==> config.mk <==
export PLATFORM = sky130hd
export DESIGN_NAME = tick_timer_bank
export DESIGN_NICKNAME = d
export VERILOG_FILES = /design/src/rtl/ttb_pkg.sv /design/src/rtl/tick_timer_bank.sv
export SDC_FILE = /design/constraint.sdc
export NUM_CORES = 1
export LEC_CHECK = 0
export ABC_AREA = 1
export BUFFER_PORTS_ARGS = -buffer_cell sky130_fd_sc_hd__buf_4
export CORE_MARGIN = 8
export CORE_UTILIZATION = 50
export CTS_CLUSTER_DIAMETER = 60
export DETAILED_ROUTE_END_ITERATION = 10
export HOLD_SLACK_MARGIN = 0.12
export PLACE_DENSITY = 0.66
export SLEW_MARGIN = 20
export SYNTH_ARGS = -nofsm -noshare
export SYNTH_HDL_FRONTEND = slang
export SYNTH_SLANG_ARGS = --single-unit
==> constraint.sdc <==
create_clock -name clk -period 13.2 [get_ports clk]
set_input_delay 0.66 -clock clk [delete_from_list [all_inputs] [get_ports clk]]
set_output_delay 0.66 -clock clk [all_outputs]
set_load 0.02 [all_outputs]
==> src/rtl/ttb_pkg.sv <==
package ttb_pkg;
  localparam int NumTimers = 8;
  localparam int SignalWidth = 16;
  localparam int IdxW = $clog2(NumTimers);

  localparam logic [3:0] OP_TICK = 4'd0;
  localparam logic [3:0] OP_ENABLE = 4'd1;
  localparam logic [3:0] OP_DISABLE = 4'd2;
  localparam logic [3:0] OP_ONESHOT = 4'd3;
  localparam logic [3:0] OP_OVF_READ = 4'd4;
  localparam logic [3:0] OP_REMAINING = 4'd5;
  localparam logic [3:0] OP_SET_RELOAD = 4'd6;
  localparam logic [3:0] OP_SET_SIGNAL = 4'd7;
  localparam logic [3:0] OP_SET_ERROR = 4'd8;

  localparam logic [2:0] KIND_DONE = 3'd0;
  localparam logic [2:0] KIND_SEND = 3'd1;
  localparam logic [2:0] KIND_FATAL = 3'd2;
  localparam logic [2:0] KIND_TICK_FATAL = 3'd3;
  localparam logic [2:0] KIND_ANSWER = 3'd4;

  typedef struct packed {
    logic [3:0]  op;
    logic [2:0]  timer_index;
    logic [15:0] tick_value;
    logic [7:0]  target_task;
    logic [15:0] signal_bits;
    logic [7:0]  error_value;
    logic [7:0]  pending_mask;
    logic [7:0]  tick_backlog;
  } in_item_t;

  typedef struct packed {
    logic [2:0]  kind;
    logic [2:0]  fired_timer;
    logic [7:0]  send_task;
    logic [15:0] send_signals;
    logic [7:0]  fatal_code;
    logic [15:0] answer;
    logic [31:0] tick_count;
    logic        last;
  } out_item_t;
endpackage

==> src/rtl/tick_timer_bank.sv <==
// Channel | Valid    | Stall     | Payload
// input   | in_valid | in_stall  | in_item  (in_item_t)
// output  | out_valid| out_stall | out_item (out_item_t)
// A tick scans the timers one per cycle, while the output is free, with one
// shared compare/add unit: it is accepted in S_IDLE, decoded in S_OP,
// scanned in S_SCAN and closed in S_FLUSH. Other ops are accepted in S_IDLE
// and executed in S_OP. Each result waits in the output register; the
// scan pauses while a result is still held there (out_stall back-pressure).
// Reset is synchronous and clears all timer state, the count and the halt.
// Once halted after a fatal result, inputs are accepted and dropped.
module tick_timer_bank
  import ttb_pkg::*;
(
  input  logic      clk,
  input  logic      rst,
  input  logic      in_valid,
  output logic      in_stall,
  input  in_item_t  in_item,
  output logic      out_valid,
  input  logic      out_stall,
  output out_item_t out_item
);
  typedef enum logic [3:0] {
    S_IDLE  = 4'b0001,
    S_OP    = 4'b0010,
    S_SCAN  = 4'b0100,
    S_FLUSH = 4'b1000
  } state_t;

  state_t state;
  in_item_t cur;
  logic [31:0] ticks;
  logic halted;
  logic [IdxW-1:0] idx;
  // A firing result is parked here until the scan knows whether another
  // firing follows, so that last lands on the final beat of the tick.
  logic held_valid;
  out_item_t held_item;
  logic [NumTimers-1:0] en, ovf;
  logic [15:0] expiry [NumTimers];
  logic [15:0] reload [NumTimers];
  logic [7:0] err [NumTimers];
  logic [7:0] task_id [NumTimers];
  logic [SignalWidth-1:0] sigs [NumTimers];

  // Shared unit: selected timer, one 16-bit add and one compare.
  logic [IdxW-1:0] sel;
  logic [15:0] sum_a, sum_b, sum;
  logic out_free;

  assign out_free = !out_valid || !out_stall;
  assign in_stall = (state != S_IDLE);
  assign sel = (state == S_SCAN) ? idx : cur.timer_index;
  assign sum = sum_a + sum_b;

  always_comb begin
    sum_a = expiry[sel];
    sum_b = reload[sel];
    if (state == S_OP) begin
      sum_a = ticks[15:0];
      if (cur.op == OP_ONESHOT) sum_b = cur.tick_value;
      if (cur.op == OP_REMAINING) sum_b = 16'(~expiry[sel] + 16'd1);
    end
  end

  function automatic out_item_t mk(logic [2:0] k, logic [2:0] t, logic [7:0] tk,
                                   logic [15:0] s, logic [7:0] c, logic [15:0] a,
                                   logic [31:0] cnt, logic l);
    out_item_t r;
    r.kind = k; r.fired_timer = t; r.send_task = tk; r.send_signals = s;
    r.fatal_code = c; r.answer = a; r.tick_count = cnt; r.last = l;
    return r;
  endfunction

  always_ff @(posedge clk) begin
    logic [15:0] rel;
    state_t state_next;
    logic out_valid_next;
    out_item_t out_item_next;
    out_item_t fire_item;
    rel = 16'd0;
    state_next = state;
    out_valid_next = out_valid && out_stall;
    out_item_next = out_item;
    fire_item = '0;
    if (rst) begin
      state <= S_IDLE; ticks <= '0; halted <= 1'b0; out_valid <= 1'b0;
      en <= '0; ovf <= '0; idx <= '0; held_valid <= 1'b0;
      for (int i = 0; i < NumTimers; i++) begin
        expiry[i] <= '0; reload[i] <= '0; err[i] <= '0;
        task_id[i] <= '0; sigs[i] <= '0;
      end
    end else begin
      case (state)
        S_IDLE: begin
          if (in_valid && !halted) begin
            cur <= in_item;
            state_next = S_OP;
            idx <= '0;
            held_valid <= 1'b0;
          end
        end
        S_OP: begin
          if (out_free) begin
            state_next = S_IDLE;
            out_valid_next = 1'b1;
            out_item_next = mk(KIND_DONE, (cur.op == OP_TICK) ? 3'd0 : cur.timer_index,
                               8'd0, 16'd0, 8'd0, 16'd0, ticks, 1'b1);
            if (cur.op == OP_TICK) begin
              if (cur.tick_backlog > 8'd1) begin
                out_item_next.kind = KIND_TICK_FATAL;
                halted <= 1'b1;
              end else if (cur.tick_backlog == 8'd1) begin
                ticks <= ticks + 32'd1;
                out_valid_next = 1'b0;
                state_next = S_SCAN;
              end
            end else begin
              case (cur.op)
                OP_ENABLE, OP_ONESHOT: begin
                  rel = (cur.op == OP_ONESHOT) ? cur.tick_value : reload[sel];
                  if (rel != 16'd0) begin
                    expiry[sel] <= sum;
                    en[sel] <= 1'b1;
                  end else begin
                    en[sel] <= 1'b0;
                    if (err[sel] != 8'd0) begin
                      out_item_next = mk(KIND_FATAL, cur.timer_index, 8'd0, 16'd0,
                                         err[sel], 16'd0, ticks, 1'b1);
                      halted <= 1'b1;
                    end else begin
                      if (cur.pending_mask[sel]) ovf[sel] <= 1'b1;
                      out_item_next = mk(KIND_SEND, cur.timer_index, task_id[sel],
                                         16'(sigs[sel]), 8'd0, 16'd0, ticks, 1'b1);
                    end
                  end
                  if (cur.op == OP_ONESHOT) reload[sel] <= 16'd0;
                end
                OP_DISABLE: en[sel] <= 1'b0;
                OP_OVF_READ: begin
                  out_item_next.kind = KIND_ANSWER;
                  out_item_next.answer = {15'd0, ovf[sel]};
                  ovf[sel] <= 1'b0;
                end
                OP_REMAINING: begin
                  out_item_next.kind = KIND_ANSWER;
                  // sum is ticks - expiry; remaining is its negation.
                  out_item_next.answer = en[sel] ? 16'(~sum + 16'd1) : 16'd0;
                end
                OP_SET_RELOAD: reload[sel] <= cur.tick_value;
                OP_SET_SIGNAL: begin
                  err[sel] <= 8'd0;
                  task_id[sel] <= cur.target_task;
                  sigs[sel] <= cur.signal_bits[SignalWidth-1:0];
                end
                OP_SET_ERROR: err[sel] <= cur.error_value;
                default: ;
              endcase
            end
          end
        end
        S_SCAN: begin
          if (out_free) begin
            if (en[sel] && expiry[sel] == ticks[15:0]) begin
              if (reload[sel] != 16'd0) expiry[sel] <= sum;
              else en[sel] <= 1'b0;
              if (err[sel] != 8'd0) begin
                // A fatal firing ends the scan; later timers are not examined.
                fire_item = mk(KIND_FATAL, sel, 8'd0, 16'd0, err[sel], 16'd0,
                               ticks, 1'b1);
                halted <= 1'b1;
                state_next = S_FLUSH;
              end else begin
                if (cur.pending_mask[sel]) ovf[sel] <= 1'b1;
                fire_item = mk(KIND_SEND, sel, task_id[sel], 16'(sigs[sel]), 8'd0,
                               16'd0, ticks, 1'b0);
              end
              // The parked firing is now known not to be the final beat.
              if (held_valid) begin
                out_valid_next = 1'b1;
                out_item_next = held_item;
              end
              held_valid <= 1'b1;
              held_item <= fire_item;
            end
            if (idx == IdxW'(NumTimers - 1)) state_next = S_FLUSH;
            idx <= idx + IdxW'(1);
          end
        end
        S_FLUSH: begin
          if (out_free) begin
            out_valid_next = 1'b1;
            state_next = S_IDLE;
            if (held_valid) begin
              out_item_next = held_item;
              out_item_next.last = 1'b1;
            end else begin
              out_item_next = mk(KIND_DONE, 3'd0, 8'd0, 16'd0, 8'd0, 16'd0, ticks, 1'b1);
            end
            held_valid <= 1'b0;
          end
        end
        default: state_next = S_IDLE;
      endcase
      state <= state_next;
      out_valid <= out_valid_next;
      out_item <= out_item_next;
    end
  end
endmodule

==> results.md <==
| Item | This run | Unit |
| --- | --- | --- |
| Run status | completed | - |
| Post-synthesis share of cell area spent on full adders, half adders and majority gates | 0.696 | % |
| Number of cell rows | 100 | - |
| CP dominant cell by count | nand2_1 | - |
| Transition time at the pin with the least slew margin | 1.13 | ns |
| Resized Gates After CTS | 0 | - |
| I/O pin cnt | 164 | - |
| Setup bufs post-CTS | 0 | - |
| Startpoint Class | flip-flop | - |
| Clock Sinks | 797 | - |
| TritonCTS clock tree | built | - |
| Final core utilization | 56.7 | % |
| Final hold viol count | 0 | - |
| Synth top area share | 59.9 | % |
| Final clock period utilization by the worst path | 53.4 | % |
| Largest fanout on the critical path | 86 | - |
| CTS root buffer | clkbuf_16 | - |
| First-pass iteration count of the detailed router | 9 | - |
| Total of hold buffers inserted after clock tree synthesis | 0 | - |
| Number of synthesized flops with an enable pin | 739 | - |
| Max-slew headroom | 24.1 | % |
| Worst setup slack after layout | 6.15 | ns |
| Global-route met3 utilization | 4.56 | % |
| Count of warnings emitted by yosys | 0 | - |
| Syn Std Cell Area | 37100 | um2 |
| Worst setup slack before clock tree synthesis | 6.29 | ns |
| Largest stage delay on the critical path | 0.86 | ns |
| Initial core utilization | 50.1 | % |
| Mapped Cells | 3856 | - |
| Main combinational cell family by area after synthesis | simple AND/OR/NAND/NOR gates | - |
| Syn Area/Cell | 9.61 | um2 |
| Via count of the first global-routing pass | 26800 | - |
| Share of cells above drive strength 1 | 10.5 | % |
| Most used cells in the layout excluding fill and tap cells | 1168 x nand2_1, 739 x edfxtp_1, 655 x nor2_1 | - |
| Clock Pin Slew Worst Setup and Hold Paths | 0.06 | ns |
| Area fraction in compound gates after synthesis | 6.25 | % |
| Setup repair after global routing missed its margin | no | - |
| Element type at the critical path end | flip-flop | - |
| Number of antenna violations at the first check in global routing | 2 | - |
| Fraction of the yosys area taken by sequential cells | 63.0 | % |
| Leakage power | 0.0169 | uW |
| Data required time of the critical path | 13.58 | ns |
| Worst voltage drop across the vdd grid | 0.116 | mV |
| Total nets after synthesis | 3951 | - |
| Area fraction in and, or, nand and nor cells after synthesis | 23.5 | % |
| Via-to-Cell Ratio | 5.55 | - |
| Y dimension of the die | 288 | um |
| Clock latency at the later pin of the worst-skew pair | 0.67 | ns |
| Crit path max-delay cell type | buf_4 | - |
| Worst path arrival time | 7.43 | ns |
| Achievable Freq | 142 | MHz |
| Share of flip-flops with an asynchronous set or reset after synthesis | 0 | % |
| Wire length of the first global-routing pass | 161 | mm |
| Max-capacitance violation count | 0 | - |
| Deepest clock path buffer count | 3 | - |
| Number of flip-flops and latches in the synthesized netlist | 797 | - |
| Distinct cell type count after synthesis | 51 | - |
| Post-route DRC | 0 | - |
| Global-route congestion overflow total | 0 | - |
| Classification of the worst setup path | flip-flop to flip-flop | - |
| Leading area contributor after synthesis | edfxtp_1 | - |
| Power per cell area | 173 | nW/um2 |
| Full die area | 83100 | um2 |
| Layer with the highest usage | met2 | - |
| Remaining antenna violation count after routing | 0 | - |
| Cell types with the largest area share after synthesis | edfxtp_1 60%, nand2_1 12%, nor2_1 6.7% | - |
| Xor and xnor fraction of the mapped netlist area | 0.520 | % |
| # port buffers | 163 | - |
| Layout overhead on the synthesized area | 13.1 | % |
| Via total after detailed routing | 27900 | - |
| Post-Route Skew | 0.0527 | ns |
| Final setup violation count | 0 | - |
| NumNets Final | 4085 | - |
| Routed wire length per instance | 21.1 | um |
| GRT Util Overall | 25.4 | % |
| Horizontal extent of the die | 288 | um |
| Maximum level of the CTS H-tree | 3 | - |
| Detailed placement HPWL | 66.7 | mm |
| Drt first-iter violations | 3143 | - |
| Met1 routing resource usage after global routing | 33.8 | % |
| Global-route met2 utilization | 41.0 | % |
| Area of the core | 73900 | um2 |
| Maximum number of pins on one net before global-route repair | 100 | - |
| Final period demand of the worst path | 7.05 | ns |
| Total negative setup slack | 0 | ns |
| Final max-slew violation count | 0 | - |
| Mux contribution to synthesized area | 0 | % |
| Most common cell after layout, fill and taps aside | nand2_1 | - |
| Sum of routed wire length over all layers | 106 | mm |
| Path class of the lowest-slack min-delay path | input pin to flip-flop | - |
| Routability congestion estimate | 0.957 | - |
| Clock buffer count from CTS | 85 | - |
| Synth Flop Type | edfxtp_1 | - |
metrics by stage:
stage | cells | total power, uW | instance area, um2 | hold slack, ns
floorplan | 3856 | 4300 | 37100 | 0.408
global placement | 4872 | 4900 | 39100 | 0.411
detailed placement | 4872 | 4910 | 39100 | 0.423
CTS | 5027 | 7250 | 41900 | 0.128
global route | 5028 | 7580 | 41900 | 0.141
finish | 5028 | 7260 | 41900 | 0.161
routing by layer:
metal,up-vias,routed length (um)
li1,13100,-
met1,13200,42800
met2,1403,49400
met3,257,9700
met4,0,4180
met5,-,0
Yosys cell counts, drive strengths merged (17+ instances only):
library cell  number
a21oi             78
dfxtp             58
nand4             47
nor2             692
nor3              35
a22oi             84
o2bb2ai           31
xor2              17
nand3            139
inv              337
ha                19
o21ai            131
nand2           1183
edfxtp           739
clkbuf            79
buf               98
path summary, 6_finish.rpt:
kind	depth (start not counted)	to	start	slack [ns]
worst max-delay path	31	out_item[48]$_DFFE_PP_	state[0]$_SDFFE_PP1P_	6.15
worst min-delay path	1	cur[42]$_DFFE_PP_	in_item[42]	0.16
worst max register to register	31	out_item[48]$_DFFE_PP_	state[0]$_SDFFE_PP1P_	6.15
worst min register to register	0	held_item[32]$_DFFE_PP_	ticks[31]$_SDFFE_PP0P_	0.43
layout make-up:
cell class	instances	area (um2)
Sequential cell	797	23400
Multi-Input combinational cell	2529	11600
Clock buffer	115	2300
Timing Repair Buffer	224	1680
Antenna cell	1	2.50
Fill cell	6449	32000
Clock inverter	40	460
Tap cell	969	1210
Inverter	353	1330
report_power, final:
group          leakage [uW]  internal, uW  switching, uW
sequential          0.00778          2900           57.3
combinational       0.00774           468           1480
clock               0.00132          1330           1030
state kept, by name (all words and copies together), names as in the netlist, 4 cells and up, named ones only:
signal	count
expiry	128
reload	128
sigs	128
out_item	87
cur	71
held_item	69
err	64
task_id	64
ticks	32
ovf	8
state	4
worst max-delay path: cells and delay by family, from the launching register on:
kind	cells	cell delay, ns
and+or+nand+nor	19	2.87
xor gates and xnor gates	1	0.85
adders and majority gates	1	0.35
DFF	1	0.49
buffers and inverters	3	1.00
AOI/OAI and AO/OA	7	1.11
cell families after synthesis:
kind of cell	count (synthesis)
DFF	797
and+or+nand+nor	2118
AOI/OAI and AO/OA	369
adders and majority gates	20
buffers and inverters	530
xor gates and xnor gates	22
Power figures use the tool's default switching activity.
